[src/hw/rtl/tpool_pkg.sv]
// ----------------------------------------------------------------------------
// Timer pool package
// Shared widths, codes and controller/datapath handshake structs.
// ----------------------------------------------------------------------------
package tpool_pkg;

   localparam int SLOTS_DEF   = 32;
   localparam int TICK_MS_DEF = 50;
   localparam int MAX_SLOTS   = 32;

   localparam int FUNC_W = 2;
   localparam int SLOT_W = 5;
   localparam int DUR_W  = 32;
   localparam int KIND_W = 3;
   localparam int TICK_W = 27;
   localparam int DCNT_W = $clog2(DUR_W);

   localparam logic [TICK_W-1:0] TICK_MAX = {TICK_W{1'b1}};

   typedef enum logic [FUNC_W-1:0] {
      FUNC_START   = 2'd0,
      FUNC_STOP    = 2'd1,
      FUNC_RESTART = 2'd2,
      FUNC_TICK    = 2'd3
   } func_type;

   typedef enum logic [KIND_W-1:0] {
      KIND_STARTED   = 3'd0,
      KIND_STOPPED   = 3'd1,
      KIND_RESTARTED = 3'd2,
      KIND_EXPIRED   = 3'd3,
      KIND_ERROR     = 3'd4
   } kind_type;

   typedef struct packed {
      logic latch;       // capture handle, func and periodic flag
      logic div_start;   // load divider with the duration
      logic do_start;    // commit start and emit its result
      logic op_read;     // read the slot of a stop or restart
      logic do_op;       // commit stop or restart and emit
      logic scan_start;  // reset the tick scan
      logic scan_run;    // step the tick scan
      logic flush;       // emit the held expiry as the final one
   } cmd_type;

   typedef struct packed {
      logic div_busy;
      logic out_free;
      logic scan_done;
      logic pend_valid;
   } stat_type;

endpackage

[src/hw/rtl/tpool_if.sv]
// ----------------------------------------------------------------------------
// Timer pool channels
// Request and response valid/ready channels with their payloads.
// ----------------------------------------------------------------------------
interface tpool_req_if;
   logic                             valid;
   logic                             ready;
   logic [tpool_pkg::FUNC_W-1:0]     func;
   logic [tpool_pkg::SLOT_W-1:0]     handle;
   logic [tpool_pkg::DUR_W-1:0]      duration_ms;
   logic                             periodic;

   modport source (output valid, func, handle, duration_ms, periodic, input ready);
   modport sink   (input valid, func, handle, duration_ms, periodic, output ready);
endinterface

interface tpool_rsp_if;
   logic                             valid;
   logic                             ready;
   logic [tpool_pkg::KIND_W-1:0]     kind;
   logic [tpool_pkg::SLOT_W-1:0]     slot;
   logic                             last;

   modport source (output valid, kind, slot, last, input ready);
   modport sink   (input valid, kind, slot, last, output ready);
endinterface

[src/hw/rtl/timer_pool_with_tick_expiry_top.sv]
// Operations: a start runs a 5-step reciprocal multiply, then commits; stop and restart read
// the slot, then commit; a tick walks the tick stores one slot per cycle, unless a second expiry
// waits on a full output register, then emits its final result; each waits on output stalls.
// Throughput: one item at a time; the next is accepted once the last result is registered.
// Reset (synchronous): clears the slot active and periodic flags and the control state;
// the tick stores are not cleared and need no clearing pass.
// ----------------------------------------------------------------------------
// Timer pool with tick expiry
// Pool of tick-counted timer slots with start, stop, restart and tick expiry.
// ----------------------------------------------------------------------------
module timer_pool_with_tick_expiry_top #(
   parameter int SLOTS   = tpool_pkg::SLOTS_DEF,
   parameter int TICK_MS = tpool_pkg::TICK_MS_DEF
) (
   input  logic        clock,
   input  logic        reset,
   tpool_req_if.sink   req_ch,
   tpool_rsp_if.source rsp_ch
);

   localparam int USED = (SLOTS < tpool_pkg::MAX_SLOTS) ? SLOTS : tpool_pkg::MAX_SLOTS;

   tpool_pkg::cmd_type  cmd;
   tpool_pkg::stat_type stat;
   tpool_pkg::func_type req_func;
   tpool_pkg::kind_type rsp_kind;

   assign req_func = tpool_pkg::func_type'(req_ch.func);

   tpool_ctrl u_ctrl (
      .clock     (clock),
      .reset     (reset),
      .req_valid (req_ch.valid),
      .req_func  (req_func),
      .req_ready (req_ch.ready),
      .stat      (stat),
      .cmd       (cmd)
   );

   tpool_dp #(.USED(USED), .TICK_MS(TICK_MS)) u_dp (
      .clock           (clock),
      .reset           (reset),
      .cmd             (cmd),
      .stat            (stat),
      .req_func        (req_func),
      .req_handle      (req_ch.handle),
      .req_duration_ms (req_ch.duration_ms),
      .req_periodic    (req_ch.periodic),
      .rsp_valid       (rsp_ch.valid),
      .rsp_ready       (rsp_ch.ready),
      .rsp_kind        (rsp_kind),
      .rsp_slot        (rsp_ch.slot),
      .rsp_last        (rsp_ch.last)
   );

   assign rsp_ch.kind = rsp_kind;

`ifndef NO_ASSERTIONS
   a_start_room: assert property (@(posedge clock) disable iff (reset)
      cmd.do_start |-> stat.out_free)
      else $error("start committed with output register occupied");

   a_op_room: assert property (@(posedge clock) disable iff (reset)
      cmd.do_op |-> stat.out_free)
      else $error("stop/restart committed with output register occupied");

   a_flush_pend: assert property (@(posedge clock) disable iff (reset)
      cmd.flush |-> (stat.pend_valid && stat.out_free))
      else $error("final expiry flushed without a held expiry or room");

   a_div_scan: assert property (@(posedge clock) disable iff (reset)
      stat.div_busy |-> !cmd.scan_run)
      else $error("tick scan overlaps duration divide");
`endif

endmodule

[src/hw/rtl/tpool_ram.sv]
// ----------------------------------------------------------------------------
// Timer pool RAM
// Simple dual-port RAM: one write port, one read port with registered data.
// ----------------------------------------------------------------------------
module tpool_ram #(
   parameter int WIDTH = 1,
   parameter int DEPTH = 2
) (
   input  logic                     clock,
   input  logic                     wr_en,
   input  logic [$clog2(DEPTH)-1:0] wr_addr,
   input  logic [WIDTH-1:0]         wr_data,
   input  logic                     rd_en,
   input  logic [$clog2(DEPTH)-1:0] rd_addr,
   output logic [WIDTH-1:0]         rd_data
);

   logic [WIDTH-1:0] mem_ff [DEPTH];
   logic [WIDTH-1:0] rd_data_ff;

   always_ff @(posedge clock) begin
      if (wr_en) begin
         mem_ff[wr_addr] <= wr_data;
      end
      if (rd_en) begin
         rd_data_ff <= mem_ff[rd_addr];
      end
   end

   assign rd_data = rd_data_ff;

endmodule

[src/hw/rtl/tpool_ctrl.sv]
// ----------------------------------------------------------------------------
// Timer pool controller
// Sequences start, stop, restart and tick operations over the datapath.
// ----------------------------------------------------------------------------
module tpool_ctrl (
   input  logic                 clock,
   input  logic                 reset,
   input  logic                 req_valid,
   input  tpool_pkg::func_type  req_func,
   output logic                 req_ready,
   input  tpool_pkg::stat_type  stat,
   output tpool_pkg::cmd_type   cmd
);

   typedef enum logic [2:0] {
      ST_IDLE,
      ST_DIV,
      ST_START,
      ST_RD,
      ST_OP,
      ST_SCAN,
      ST_FLUSH
   } state_type;

   state_type state_ff;
   state_type state_in;

   always_comb begin
      state_in  = state_ff;
      cmd       = '0;
      req_ready = 1'b0;
      case (state_ff)
         ST_IDLE: begin
            req_ready = 1'b1;
            if (req_valid) begin
               cmd.latch = 1'b1;
               case (req_func)
                  tpool_pkg::FUNC_START: begin
                     cmd.div_start = 1'b1;
                     state_in      = ST_DIV;
                  end
                  tpool_pkg::FUNC_STOP,
                  tpool_pkg::FUNC_RESTART: begin
                     state_in = ST_RD;
                  end
                  default: begin
                     cmd.scan_start = 1'b1;
                     state_in       = ST_SCAN;
                  end
               endcase
            end
         end
         ST_DIV: begin
            if (!stat.div_busy) begin
               state_in = ST_START;
            end
         end
         ST_START: begin
            if (stat.out_free) begin
               cmd.do_start = 1'b1;
               state_in     = ST_IDLE;
            end
         end
         ST_RD: begin
            cmd.op_read = 1'b1;
            state_in    = ST_OP;
         end
         ST_OP: begin
            if (stat.out_free) begin
               cmd.do_op = 1'b1;
               state_in  = ST_IDLE;
            end
         end
         ST_SCAN: begin
            if (stat.scan_done) begin
               state_in = ST_FLUSH;
            end else begin
               cmd.scan_run = 1'b1;
            end
         end
         ST_FLUSH: begin
            // a tick with no expiry ends without any transfer
            if (!stat.pend_valid) begin
               state_in = ST_IDLE;
            end else if (stat.out_free) begin
               cmd.flush = 1'b1;
               state_in  = ST_IDLE;
            end
         end
         default: begin
            state_in = ST_IDLE;
         end
      endcase
   end

   always_ff @(posedge clock) begin
      if (reset) begin
         state_ff <= ST_IDLE;
      end else begin
         state_ff <= state_in;
      end
   end

endmodule

[src/hw/rtl/tpool_dp.sv]
// ----------------------------------------------------------------------------
// Timer pool datapath
// Slot flags, tick stores, duration scaling, tick scan and output register.
// ----------------------------------------------------------------------------
module tpool_dp #(
   parameter int USED    = tpool_pkg::SLOTS_DEF,
   parameter int TICK_MS = tpool_pkg::TICK_MS_DEF
) (
   input  logic                            clock,
   input  logic                            reset,
   input  tpool_pkg::cmd_type              cmd,
   output tpool_pkg::stat_type             stat,
   input  tpool_pkg::func_type             req_func,
   input  logic [tpool_pkg::SLOT_W-1:0]    req_handle,
   input  logic [tpool_pkg::DUR_W-1:0]     req_duration_ms,
   input  logic                            req_periodic,
   output logic                            rsp_valid,
   input  logic                            rsp_ready,
   output tpool_pkg::kind_type             rsp_kind,
   output logic [tpool_pkg::SLOT_W-1:0]    rsp_slot,
   output logic                            rsp_last
);

   localparam int IDX_W = $clog2(USED);
   localparam int CNT_W = $clog2(USED + 1);
   localparam int TW    = tpool_pkg::TICK_W;
   localparam int DW    = tpool_pkg::DUR_W;
   localparam int SW    = tpool_pkg::SLOT_W;
   localparam int CW    = tpool_pkg::DCNT_W;
   // ceil(ms / TICK_MS) = floor((ms + TICK_MS - 1) / TICK_MS), taken as
   // (x * RECIP) >> SH, exact for every x below 2^XW
   localparam int XW    = DW + 1;
   localparam int LW    = $clog2(TICK_MS);
   localparam int SH    = XW + LW;
   localparam int MW    = XW + 1;
   localparam int DIG_W = 8;
   localparam int NDIG  = (XW + DIG_W - 1) / DIG_W;
   localparam int XPW   = NDIG * DIG_W;
   localparam int AW    = XPW + MW;
   localparam int QW    = XW + 1;
   localparam logic [63:0] RECIP_L =
      ((64'd1 << SH) + 64'(TICK_MS) - 64'd1) / 64'(TICK_MS);
   localparam logic [MW-1:0] RECIP    = RECIP_L[MW-1:0];
   localparam logic [CW-1:0] DCNT_END = CW'(NDIG - 1);

   // latched request fields
   tpool_pkg::func_type func_ff;
   logic [SW-1:0]       handle_ff;
   logic                per_ff;

   // slot flags
   logic [USED-1:0] active_ff, active_in;
   logic [USED-1:0] periodic_ff, periodic_in;

   // reciprocal multiply and free-slot search
   logic [XPW-1:0]   x_ff;
   logic [AW-1:0]    acc_ff;
   logic [CW-1:0]    dcnt_ff;
   logic             div_busy_ff;
   logic             free_found;
   logic [IDX_W-1:0] free_idx;

   // tick scan
   logic [CNT_W-1:0] scan_cnt_ff;
   logic             ev_valid_ff;
   logic [IDX_W-1:0] ev_idx_ff;
   logic             pend_valid_ff;
   logic [IDX_W-1:0] pend_idx_ff;

   // output register
   logic                out_valid_ff;
   tpool_pkg::kind_type out_kind_ff;
   logic [SW-1:0]       out_slot_ff;
   logic                out_last_ff;

   logic                emit;
   tpool_pkg::kind_type emit_kind;
   logic [SW-1:0]       emit_slot;
   logic                emit_last;

   // multiply step
   logic [XW-1:0]         x_init;
   logic [DIG_W+MW-1:0]   part_prod;

   // tick count of a start
   logic [QW-1:0]    quot;
   logic [TW-1:0]    ticks;

   logic             out_free;
   logic             h_ok, h_act;
   logic [IDX_W-1:0] h_idx;
   logic             scan_more, ev_act, ev_exp, stall, advance;

   // RAM ports
   logic             rd_en;
   logic [IDX_W-1:0] rd_addr;
   logic             per_wr_en;
   logic [IDX_W-1:0] per_wr_addr;
   logic [TW-1:0]    per_wr_data, per_rd;
   logic             rem_wr_en;
   logic [IDX_W-1:0] rem_wr_addr;
   logic [TW-1:0]    rem_wr_data, rem_rd;

   tpool_ram #(.WIDTH(TW), .DEPTH(USED)) u_period_ram (
      .clock   (clock),
      .wr_en   (per_wr_en),
      .wr_addr (per_wr_addr),
      .wr_data (per_wr_data),
      .rd_en   (rd_en),
      .rd_addr (rd_addr),
      .rd_data (per_rd)
   );

   tpool_ram #(.WIDTH(TW), .DEPTH(USED)) u_remain_ram (
      .clock   (clock),
      .wr_en   (rem_wr_en),
      .wr_addr (rem_wr_addr),
      .wr_data (rem_wr_data),
      .rd_en   (rd_en),
      .rd_addr (rd_addr),
      .rd_data (rem_rd)
   );

   assign out_free = !out_valid_ff || rsp_ready;

   // one 8-bit digit of x per cycle, most significant first
   assign x_init    = {1'b0, req_duration_ms} + XW'(TICK_MS - 1);
   assign part_prod = x_ff[XPW-1 -: DIG_W] * RECIP;
   assign quot      = QW'(acc_ff >> SH);

   // zero duration is one tick, then clamp
   always_comb begin
      if (quot == '0) begin
         ticks = TW'(1);
      end else if (quot > QW'(tpool_pkg::TICK_MAX)) begin
         ticks = tpool_pkg::TICK_MAX;
      end else begin
         ticks = quot[TW-1:0];
      end
   end

   // lowest free slot
   always_comb begin
      free_found = 1'b0;
      free_idx   = '0;
      for (int i = USED - 1; i >= 0; i--) begin
         if (!active_ff[i]) begin
            free_found = 1'b1;
            free_idx   = IDX_W'(i);
         end
      end
   end

   assign h_ok  = 32'(handle_ff) < USED;
   assign h_idx = handle_ff[IDX_W-1:0];
   assign h_act = h_ok && active_ff[h_idx];

   assign scan_more = 32'(scan_cnt_ff) < USED;
   assign ev_act    = active_ff[ev_idx_ff];
   assign ev_exp    = ev_valid_ff && ev_act && (rem_rd[TW-1:1] == '0);
   // a second expiry needs the held one out of the way first
   assign stall     = ev_exp && pend_valid_ff && !out_free;
   assign advance   = cmd.scan_run && !stall;

   assign rd_en   = cmd.op_read || (advance && scan_more);
   assign rd_addr = cmd.op_read ? h_idx : scan_cnt_ff[IDX_W-1:0];

   always_comb begin
      active_in   = active_ff;
      periodic_in = periodic_ff;
      per_wr_en   = 1'b0;
      per_wr_addr = free_idx;
      per_wr_data = ticks;
      rem_wr_en   = 1'b0;
      rem_wr_addr = free_idx;
      rem_wr_data = ticks;
      emit        = 1'b0;
      emit_kind   = tpool_pkg::KIND_ERROR;
      emit_slot   = '0;
      emit_last   = 1'b1;

      if (cmd.do_start) begin
         emit = 1'b1;
         if (free_found) begin
            active_in[free_idx]   = 1'b1;
            periodic_in[free_idx] = per_ff;
            per_wr_en = 1'b1;
            rem_wr_en = 1'b1;
            emit_kind = tpool_pkg::KIND_STARTED;
            emit_slot = SW'(free_idx);
         end
      end

      if (cmd.do_op) begin
         emit      = 1'b1;
         emit_slot = handle_ff;
         if (h_act) begin
            if (func_ff == tpool_pkg::FUNC_STOP) begin
               active_in[h_idx] = 1'b0;
               emit_kind        = tpool_pkg::KIND_STOPPED;
            end else begin
               rem_wr_en   = 1'b1;
               rem_wr_addr = h_idx;
               rem_wr_data = per_rd;
               emit_kind   = tpool_pkg::KIND_RESTARTED;
            end
         end
      end

      if (advance && ev_valid_ff && ev_act) begin
         rem_wr_addr = ev_idx_ff;
         if (ev_exp) begin
            if (periodic_ff[ev_idx_ff]) begin
               rem_wr_en   = 1'b1;
               rem_wr_data = per_rd;
            end else begin
               active_in[ev_idx_ff] = 1'b0;
            end
            if (pend_valid_ff) begin
               emit      = 1'b1;
               emit_kind = tpool_pkg::KIND_EXPIRED;
               emit_slot = SW'(pend_idx_ff);
               emit_last = 1'b0;
            end
         end else begin
            rem_wr_en   = 1'b1;
            rem_wr_data = rem_rd - TW'(1);
         end
      end

      if (cmd.flush) begin
         emit      = 1'b1;
         emit_kind = tpool_pkg::KIND_EXPIRED;
         emit_slot = SW'(pend_idx_ff);
      end
   end

   always_ff @(posedge clock) begin
      if (reset) begin
         active_ff     <= '0;
         periodic_ff   <= '0;
         div_busy_ff   <= 1'b0;
         ev_valid_ff   <= 1'b0;
         pend_valid_ff <= 1'b0;
         scan_cnt_ff   <= '0;
         out_valid_ff  <= 1'b0;
      end else begin
         active_ff   <= active_in;
         periodic_ff <= periodic_in;

         if (cmd.div_start) begin
            div_busy_ff <= 1'b1;
         end else if (div_busy_ff && (dcnt_ff == DCNT_END)) begin
            div_busy_ff <= 1'b0;
         end

         if (cmd.scan_start) begin
            scan_cnt_ff   <= '0;
            ev_valid_ff   <= 1'b0;
            pend_valid_ff <= 1'b0;
         end else begin
            if (advance) begin
               ev_valid_ff <= scan_more;
               scan_cnt_ff <= scan_cnt_ff + CNT_W'(scan_more);
               if (ev_exp) begin
                  pend_valid_ff <= 1'b1;
               end
            end
            if (cmd.flush) begin
               pend_valid_ff <= 1'b0;
            end
         end

         if (emit) begin
            out_valid_ff <= 1'b1;
         end else if (rsp_ready) begin
            out_valid_ff <= 1'b0;
         end
      end
   end

   always_ff @(posedge clock) begin
      if (cmd.latch) begin
         func_ff   <= req_func;
         handle_ff <= req_handle;
         per_ff    <= req_periodic;
      end
      if (cmd.div_start) begin
         x_ff    <= XPW'(x_init);
         acc_ff  <= '0;
         dcnt_ff <= '0;
      end else if (div_busy_ff) begin
         x_ff    <= x_ff << DIG_W;
         acc_ff  <= (acc_ff << DIG_W) + AW'(part_prod);
         dcnt_ff <= dcnt_ff + CW'(1);
      end
      if (advance) begin
         ev_idx_ff <= scan_cnt_ff[IDX_W-1:0];
         if (ev_exp) begin
            pend_idx_ff <= ev_idx_ff;
         end
      end
      if (emit) begin
         out_kind_ff <= emit_kind;
         out_slot_ff <= emit_slot;
         out_last_ff <= emit_last;
      end
   end

   assign stat.div_busy   = div_busy_ff;
   assign stat.out_free   = out_free;
   assign stat.scan_done  = !scan_more && !ev_valid_ff;
   assign stat.pend_valid = pend_valid_ff;

   assign rsp_valid = out_valid_ff;
   assign rsp_kind  = out_kind_ff;
   assign rsp_slot  = out_slot_ff;
   assign rsp_last  = out_last_ff;

endmodule
[src/flat_wrapper.sv]
// flat-port wrapper written by rule: the top's interface ports become plain ports
module timer_pool_with_tick_expiry_top_flat 
#(
   parameter int SLOTS   = tpool_pkg::SLOTS_DEF,
   parameter int TICK_MS = tpool_pkg::TICK_MS_DEF
)
  (clock, reset, req_ch_valid, req_ch_func, req_ch_handle, req_ch_duration_ms, req_ch_periodic, req_ch_ready, rsp_ch_valid, rsp_ch_kind, rsp_ch_slot, rsp_ch_last, rsp_ch_ready);
  tpool_req_if req_ch_i ();
  tpool_rsp_if rsp_ch_i ();
  input  logic clock;
  input  logic reset;
  input wire logic [$bits(req_ch_i.valid)-1:0] req_ch_valid;
  input wire logic [$bits(req_ch_i.func)-1:0] req_ch_func;
  input wire logic [$bits(req_ch_i.handle)-1:0] req_ch_handle;
  input wire logic [$bits(req_ch_i.duration_ms)-1:0] req_ch_duration_ms;
  input wire logic [$bits(req_ch_i.periodic)-1:0] req_ch_periodic;
  output wire logic [$bits(req_ch_i.ready)-1:0] req_ch_ready;
  output wire logic [$bits(rsp_ch_i.valid)-1:0] rsp_ch_valid;
  output wire logic [$bits(rsp_ch_i.kind)-1:0] rsp_ch_kind;
  output wire logic [$bits(rsp_ch_i.slot)-1:0] rsp_ch_slot;
  output wire logic [$bits(rsp_ch_i.last)-1:0] rsp_ch_last;
  input wire logic [$bits(rsp_ch_i.ready)-1:0] rsp_ch_ready;
  assign req_ch_i.valid = req_ch_valid;
  assign req_ch_i.func = req_ch_func;
  assign req_ch_i.handle = req_ch_handle;
  assign req_ch_i.duration_ms = req_ch_duration_ms;
  assign req_ch_i.periodic = req_ch_periodic;
  assign req_ch_ready = req_ch_i.ready;
  assign rsp_ch_valid = rsp_ch_i.valid;
  assign rsp_ch_kind = rsp_ch_i.kind;
  assign rsp_ch_slot = rsp_ch_i.slot;
  assign rsp_ch_last = rsp_ch_i.last;
  assign rsp_ch_i.ready = rsp_ch_ready;
  timer_pool_with_tick_expiry_top #(.SLOTS(SLOTS), .TICK_MS(TICK_MS)) u_core (.clock(clock), .reset(reset), .req_ch(req_ch_i), .rsp_ch(rsp_ch_i));
endmodule
[config.mk]
export PLATFORM = sky130hd
export DESIGN_NAME = timer_pool_with_tick_expiry_top_flat
export DESIGN_NICKNAME = d
export VERILOG_FILES = /design/src/hw/rtl/tpool_pkg.sv /design/src/hw/rtl/tpool_if.sv /design/src/hw/rtl/timer_pool_with_tick_expiry_top.sv /design/src/hw/rtl/tpool_ram.sv /design/src/hw/rtl/tpool_ctrl.sv /design/src/hw/rtl/tpool_dp.sv /design/src/flat_wrapper.sv
export SDC_FILE = /design/constraint.sdc
export NUM_CORES = 2
export LEC_CHECK = 0
export BUFFER_PORTS_ARGS = -buffer_cell sky130_fd_sc_hd__buf_2
export CAP_MARGIN = 20
export CORE_MARGIN = 4
export CORE_UTILIZATION = 40
export DETAILED_ROUTE_END_ITERATION = 7
export GPL_ROUTABILITY_DRIVEN = 0
export PLACE_DENSITY = 0.67
export SETUP_SLACK_MARGIN = 0.5
export SKIP_LAST_GASP = 1
export SYNTH_ARGS = -nofsm -noshare
export SYNTH_HDL_FRONTEND = slang
export SYNTH_SLANG_ARGS = --single-unit
[constraint.sdc]
create_clock -name clock -period 7.7 [get_ports clock]
set_input_delay 2.31 -clock clock [delete_from_list [all_inputs] [get_ports clock]]
set_output_delay 2.31 -clock clock [all_outputs]
set_load 0.01 [all_outputs]
---- Word level (Yosys, flattened, before mapping) ----
Memories as Yosys holds them, arrays and structs flattened. A register that Yosys moved wholly into a read port is not among the register bits.
Index checks and enable logic that the tools add are counted.
operators by class
  $add $sub $neg .......................... 5
  $mul .................................... 1
  order comparisons ....................... 8
  equal/unequal tests ..................... 13
  muxes and demuxes ....................... 160
  bitwise logic cells ..................... 5
  reduce and logical (&&, ||, !) cells .... 36
operator list
  kind                   count
  $mux 32                8
  $mux 5                 44
  $mux 27                8
  $mux 1                 74
  $add 73x42->73         1
  $mux 33                2
  $and 32x32->32         2
  $not 32->32            2
  $mul 8x33->41 const B  1
  $mux 3                 12
  $gt 34x27->1 const B   1
  $logic_not 34->1       1
  $add 32x6->33 const B  1
  $bwmux 32              1
  $or 32x32->32          1
  $sub 27x1->27 const B  1
  $logic_not 26->1       1
  $lt 5x6->1 const B     3
  $pmux 3 s6             1
  $bmux 1 s5             3
  $demux 1 s5            3
  $ge 5x1->1 const B     3
  $logic_and 1x1->1      13
  $eq 3x3->1 const B     3
  other kinds (21)       38
storage, ports and cells
  register bits ........................... 222
  RAM bits ................................ 1728
  input bits .............................. 44
  output and inout port bits .............. 11
  logic and storage cells ................. 250
  memories ................................ 2
memories
  memory                           depth  width  rd ports  clocked after memory_dff  wr ports  RTL line         text
  u_core.u_dp.u_period_ram.mem_ff  32     27     1         1                         1         tpool_ram.sv:18  logic [WIDTH-1:0] mem_ff [DEPTH];
  u_core.u_dp.u_remain_ram.mem_ff  32     27     1         1                         1         tpool_ram.sv:18

---- Longest topological paths before layout ----
  depth after elaboration ................. 47
  mapped depth ............................ 32
  mapped depth without buffers ............ 30

---- Cells and area by module ----
A second synthesis with hierarchy kept.
second synthesis, totals
  cell total of the unflattened synthesis .. 5968
  area total of the unflattened synthesis .. 87189.9 um^2
modules (own cells, without submodules)
  module                                times used  cells an instance  area an instance (um^2)
  tpool_ram (u_core.u_dp.u_period_ram)  1           1915               34493.1
  tpool_ram (u_core.u_dp.u_remain_ram)  1           1915               34491.8
  tpool_dp                              1           2092               17853.4
  tpool_ctrl                            1           46                 351.6

---- Least setup slack after synthesis ----
No wires, ideal clock.
  path type ............................... input to register
  start ................................... input port rsp_ch_ready
  end ..................................... register u_core.u_dp.u_period_ram.rd_data_ff[0] (netlist: u_core.u_dp.u_period_ram.rd_data[0]) (read register of u_core.u_dp.u_period_ram.mem_ff), enable pin
  setup time .............................. 0.540 ns
  data arrival time ....................... 6.612 ns
  required time ........................... 7.160 ns
  slack ................................... 0.548 ns
  cell stages on the path ................. 4
  path buffers ............................ 1
  cells stage by stage .................... nor2b_1 -> clkbuf_1 -> a31o_2 -> o21ai_0
between the ends
  word-level cells in the longest chain between the ends .. 7
RTL lines
  element                      RTL line            text
  start, declared              flat_wrapper.sv:22  input wire logic [$bits(rsp_ch_i.ready)-1:0] rsp_ch_ready;
  $logic_or 1x1->1             tpool_dp.sv:124     assign out_free = !out_valid_ff || rsp_ready;
  $logic_not 1->1              tpool_dp.sv:162     assign stall = ev_exp && pend_valid_ff && !out_free;
  $logic_and 1x1->1            tpool_dp.sv:162
  $logic_not 1->1              tpool_dp.sv:163     assign advance = cmd.scan_run && !stall;
  $logic_and 1x1->1            tpool_dp.sv:163
  $logic_and 1x1->1            tpool_dp.sv:165     assign rd_en = cmd.op_read || (advance && scan_more);
  $logic_or 1x1->1             tpool_dp.sv:165
  named net u_core.u_dp.rd_en  tpool_dp.sv:95      logic rd_en;
  end, declared                tpool_ram.sv:19     logic [WIDTH-1:0] rd_data_ff;
The timed path passes the listed nets, and every way through them passes these cells.
A chain may end at the register's enable or synchronous reset.

---- Worst setup path after layout ----
  start ................................... register u_core.u_dp.x_ff[36]
  end ..................................... register u_core.u_dp.acc_ff[58]
between the ends
  word-level cells in the longest chain between the ends .. 2
RTL lines
  element                 RTL line         text
  start, declared         tpool_dp.sv:56   logic [XPW-1:0] x_ff;
  start signal, assigned  tpool_dp.sv:289  x_ff <= XPW'(x_init);
  start signal, assigned  tpool_dp.sv:293  x_ff <= x_ff << DIG_W;
  $mul 8x33->41           tpool_dp.sv:128  assign part_prod = x_ff[XPW-1 -: DIG_W] * RECIP;
  $add 73x42->73          tpool_dp.sv:294  acc_ff <= (acc_ff << DIG_W) + AW'(part_prod);
  end signal, assigned    tpool_dp.sv:294
  end, declared           tpool_dp.sv:57   logic [AW-1:0] acc_ff;
Every way passes these cells.

==> impl_metrics.json <==
{
  "max-slew-margin-rel": 0.188,
  "finalSetupViolations": 0,
  "floorplan.die.height_um": 470,
  "ff_latch_area_um2": 58500,
  "cap_violations": 0,
  "cts_max_path_buffers": 3,
  "dr.first_iter.drc_count": 5797,
  "count_of_cells_along_the_worst_hold_path": 2,
  "worst-r2r-setup-slack_ns": 0.79,
  "tns_ns": 0,
  "crit_arrival_ns": 7.56,
  "crit_path_start_kind": "flop",
  "timing.rr.start": "u_core.u_dp.x_ff[36]",
  "syn_avg_cell_area_um2": 16.0,
  "clock_insertion_delay_worst_skew_ns": 0.83,
  "n_fill_cell": 18100,
  "finalInstanceArea_um2": 96900,
  "clock_transition_at_the_registers_of_the_reported_paths_ns": 0.06,
  "syn-num-nets": 5570,
  "core_area_um2": 212000,
  "synth.distinct_cells": 81,
  "synth.area.top_cells": "edfxtp_1, mux4_2, dfxtp_1",
  "syn_area_um2": 85500,
  "swShare": 0.353,
  "fmax_mhz": 145,
  "synth_commonest_cells": "edfxtp_1, nand2_1, mux4_2",
  "numCtsBuffers": 192,
  "grt_pass1_vias": 49400,
  "timing.clock.skew_ns": 0.0380,
  "post-synth-top-area-cell": "edfxtp_1",
  "finalNetCount": 5713,
  "detailroute.wirelength.met3_um": 18400,
  "fp-row-count": 169,
  "leak_pwr_nw": 32.3,
  "synth_sequential_area_ratio": 0.684,
  "max_slew_violation_count": 0,
  "syn-instance-count": 5352,
  "power_per_cell_area_nw_per_um2": 384,
  "worst_ir_drop_vdd_uv": 655,
  "placed_cell_area_um2": 90400,
  "clock_period_minus_final_worst_setup_slack_ns": 6.91,
  "cp_data_required_time_ns": 8.35,
  "power.internal_mw": 24.0,
  "crit-reg2reg-capture": "u_core.u_dp.acc_ff[58]",
  "wirelength_um": 215000,
  "die_area_um2": 221000,
  "synthesis.yosys.warnings": 0,
  "postSynthRegisterBits": 2003,
  "power.combinational.fraction": 0.386,
  "cpMaxStageDelayCell": "fa_1",
  "most_frequently_used_cell_type_in_the_post_synthesis_netlist": "edfxtp_1",
  "die_w_um": 470,
  "synth_flop_cell": "edfxtp_1",
  "ant_nets": 0,
  "crit_path_max_fanout": 6,
  "utilization": 0.456,
  "outcome": "finished, violations left",
  "combined_area_of_the_multi_input_logic_cells_um2": 26200,
  "min_period_over_period": 0.897,
  "drt-vias-per-instance": 5.81,
  "top_layer": "met5",
  "grt_max_degree": 109,
  "floorplan.initialDensity": 0.403,
  "holdCritStartpoint": "u_core.u_dp.periodic_ff[24]",
  "detailed_place_hpwl_um": 123000,
  "clkSinkCount": 2003,
  "wl_met2_um": 104000,
  "grt_antenna_before_repair": 5,
  "timing.final.ws_setup_ns": 0.793,
  "seq_power_share": 0.363,
  "detailedRoute.firstPassIterationCount": 8,
  "tightest_pin_transition_ns": 1.21,
  "avgRoutedWirePerCell_um": 25.4,
  "pin_count": 55,
  "r2r.worst_path.cells": 30,
  "tritoncts_clock_tree": "yes",
  "netSwitchingPower_mw": 13.1,
  "rsz0062_at_grt": "no",
  "critical_path_class": "reg -> reg",
  "power.clock.fraction": 0.250,
  "failed_checks": "DRC",
  "critical_path.max_stage_delay_ns": 0.56,
  "async_set_or_reset_flop_fraction_in_the_synthesized_netlist": 0,
  "sort_of_element_at_the_end_of_the_critical_path": "flop",
  "hold_path.class": "reg -> reg",
  "timing_hold_violations_final": 0,
  "grt_first_pass_wirelength_um": 321000,
  "yosys.area.top_type_share": 0.647,
  "route.layer.met1.wl_um": 87200,
  "preCtsSetupSlack_ns": 0.312,
  "overflow_left_after_global_routing": 0,
  "layout_cell_share_with_drive_strength_beyond_1": 0.211,
  "grt_util_all_layers": 0.190,
  "timing.hold.worst_endpoint": "u_core.u_dp.periodic_ff[24]",
  "port_buffers": 54,
  "worst_path_most_repeated_cell": "a21o_1",
  "via_count": 49200,
  "cts_root_buf": "clkbuf_16",
  "h-tree-depth": 4,
  "critical_path.startpoint": "u_core.u_dp.x_ff[36]",
  "synth-edff-count": 1842,
  "syn2layout_area_growth_pct": 13.3,
  "remaining_drc_errors": 1
}
[cell type report]
cell class	count	share of cell area
Clock inverter	111	0.0113
Antenna cell	3	0.0000775
Inverter	137	0.00531
Multi-Input combinational cell	2927	0.270
Sequential cell	2003	0.604
Timing Repair Buffer	234	0.0202
Tap cell	2821	0.0364
Clock buffer	242	0.0524
[power by group through the flow]
stage	Combinational [mW]	Sequential, mW	Clock [mW]
after floorplan	10.1	13.6	0
after global placement	13.4	13.7	0
after detailed placement	13.6	13.7	0
after CTS	13.8	13.5	9.44
after global routing	15.9	13.5	9.88
final	14.4	13.5	9.30
[worst max-delay path by stage]
stage	end	slack (ns)
after floorplan	u_core.u_dp.u_period_ram.rd_data[0]	0.55
after global placement	u_core.u_dp.acc_ff[64]	0.37
after detailed placement	u_core.u_dp.acc_ff[66]	0.31
after CTS	u_core.u_dp.acc_ff[54]	0.52
after global routing	u_core.u_dp.acc_ff[44]	0.49
final	u_core.u_dp.acc_ff[58]	0.79
[state kept, by name, summed over array words and instances, names as in the netlist]
register / count
u_core.u_dp.func_ff: 2
u_core.u_dp.periodic_ff: 32
u_core.u_dp.per_ff: 1
u_core.u_ctrl.state_ff: 3
u_core.u_dp.u_remain_ram.rd_data: 27
u_core.u_dp.u_period_ram.rd_data: 27
u_core.u_dp.ev_idx_ff: 5
u_core.u_dp.div_busy_ff: 1
u_core.u_dp.u_period_ram.mem_ff: 864
u_core.u_dp.rsp_valid: 1
u_core.u_dp.rsp_slot: 5
u_core.u_dp.scan_cnt_ff: 6
u_core.u_dp.x_ff: 40
u_core.u_dp.acc_ff: 72
u_core.u_dp.ev_valid_ff: 1
u_core.u_dp.pend_idx_ff: 5
u_core.u_dp.active_ff: 32
u_core.u_dp.dcnt_ff: 5
u_core.u_dp.u_remain_ram.mem_ff: 864
u_core.u_dp.rsp_last: 1
u_core.u_dp.rsp_kind: 3
u_core.u_dp.pend_valid_ff: 1
u_core.u_dp.h_idx: 5
[worst max-delay path: cells and delay by family, from the launching register on]
kind            cells  cell delay, ns
compound gates     15            2.62
xor+xnor            2            0.30
fa+ha+maj           6            2.45
buf+inv             5            0.54
flops               1            0.38
simple gates        2            0.45
[layer usage]
layer,track usage,vias to the layer above
met5,0,-
met4,0.0510,4
met3,0.0359,404
met2,0.313,2278
met1,0.261,25400
li1,-,21100
[layout by cell type, fill, tap and decap left out, types with 135 or more instances in the layout]
master     synthesis  layout
buf_4              2     150
mux4_2           461     461
clkbuf_16          0     194
nor2_1           245     204
inv_1            135     135
nand3_1          328     328
dfxtp_1          161     155
o21ai_0          166     161
nand2_1          648     647
a21oi_1          169     150
edfxtp_1        1842    1842
[stage by stage]
step	power, mW	std cells	hold slack [ns]
final	37.2	8478	0.483
after global placement	27.1	8106	0.463
after global routing	39.3	8477	0.508
after detailed placement	27.4	8110	0.468
after CTS	36.7	8463	0.481
after floorplan	23.7	5352	0.424
[timing repair]
| action | CTS | global route |
|---|---|---|
| endpoints found under the setup margin | 16 | 36 |
| resized for setup | 9 | 34 |
| pin swaps | 1 | 21 |
| endpoints found under the hold margin | 0 | 0 |
| cloned | 0 | 0 |
| hold buffers | 0 | 0 |
| buffers inserted | 0 | 9 |
[logic make-up after synthesis]
| kind of cell | Yosys count | synth area share |
|---|---|---|
| AO/OA/AOI/OAI | 554 | 0.0397 |
| XOR/XNOR | 145 | 0.0148 |
| adder cells (fa/ha/maj) | 174 | 0.0297 |
| buffers and inverters | 422 | 0.0190 |
| flip-flops | 2003 | 0.684 |
| multiplexers | 560 | 0.133 |
| AND/OR/NAND/NOR | 1494 | 0.0792 |
Power figures use the tool's default switching activity.
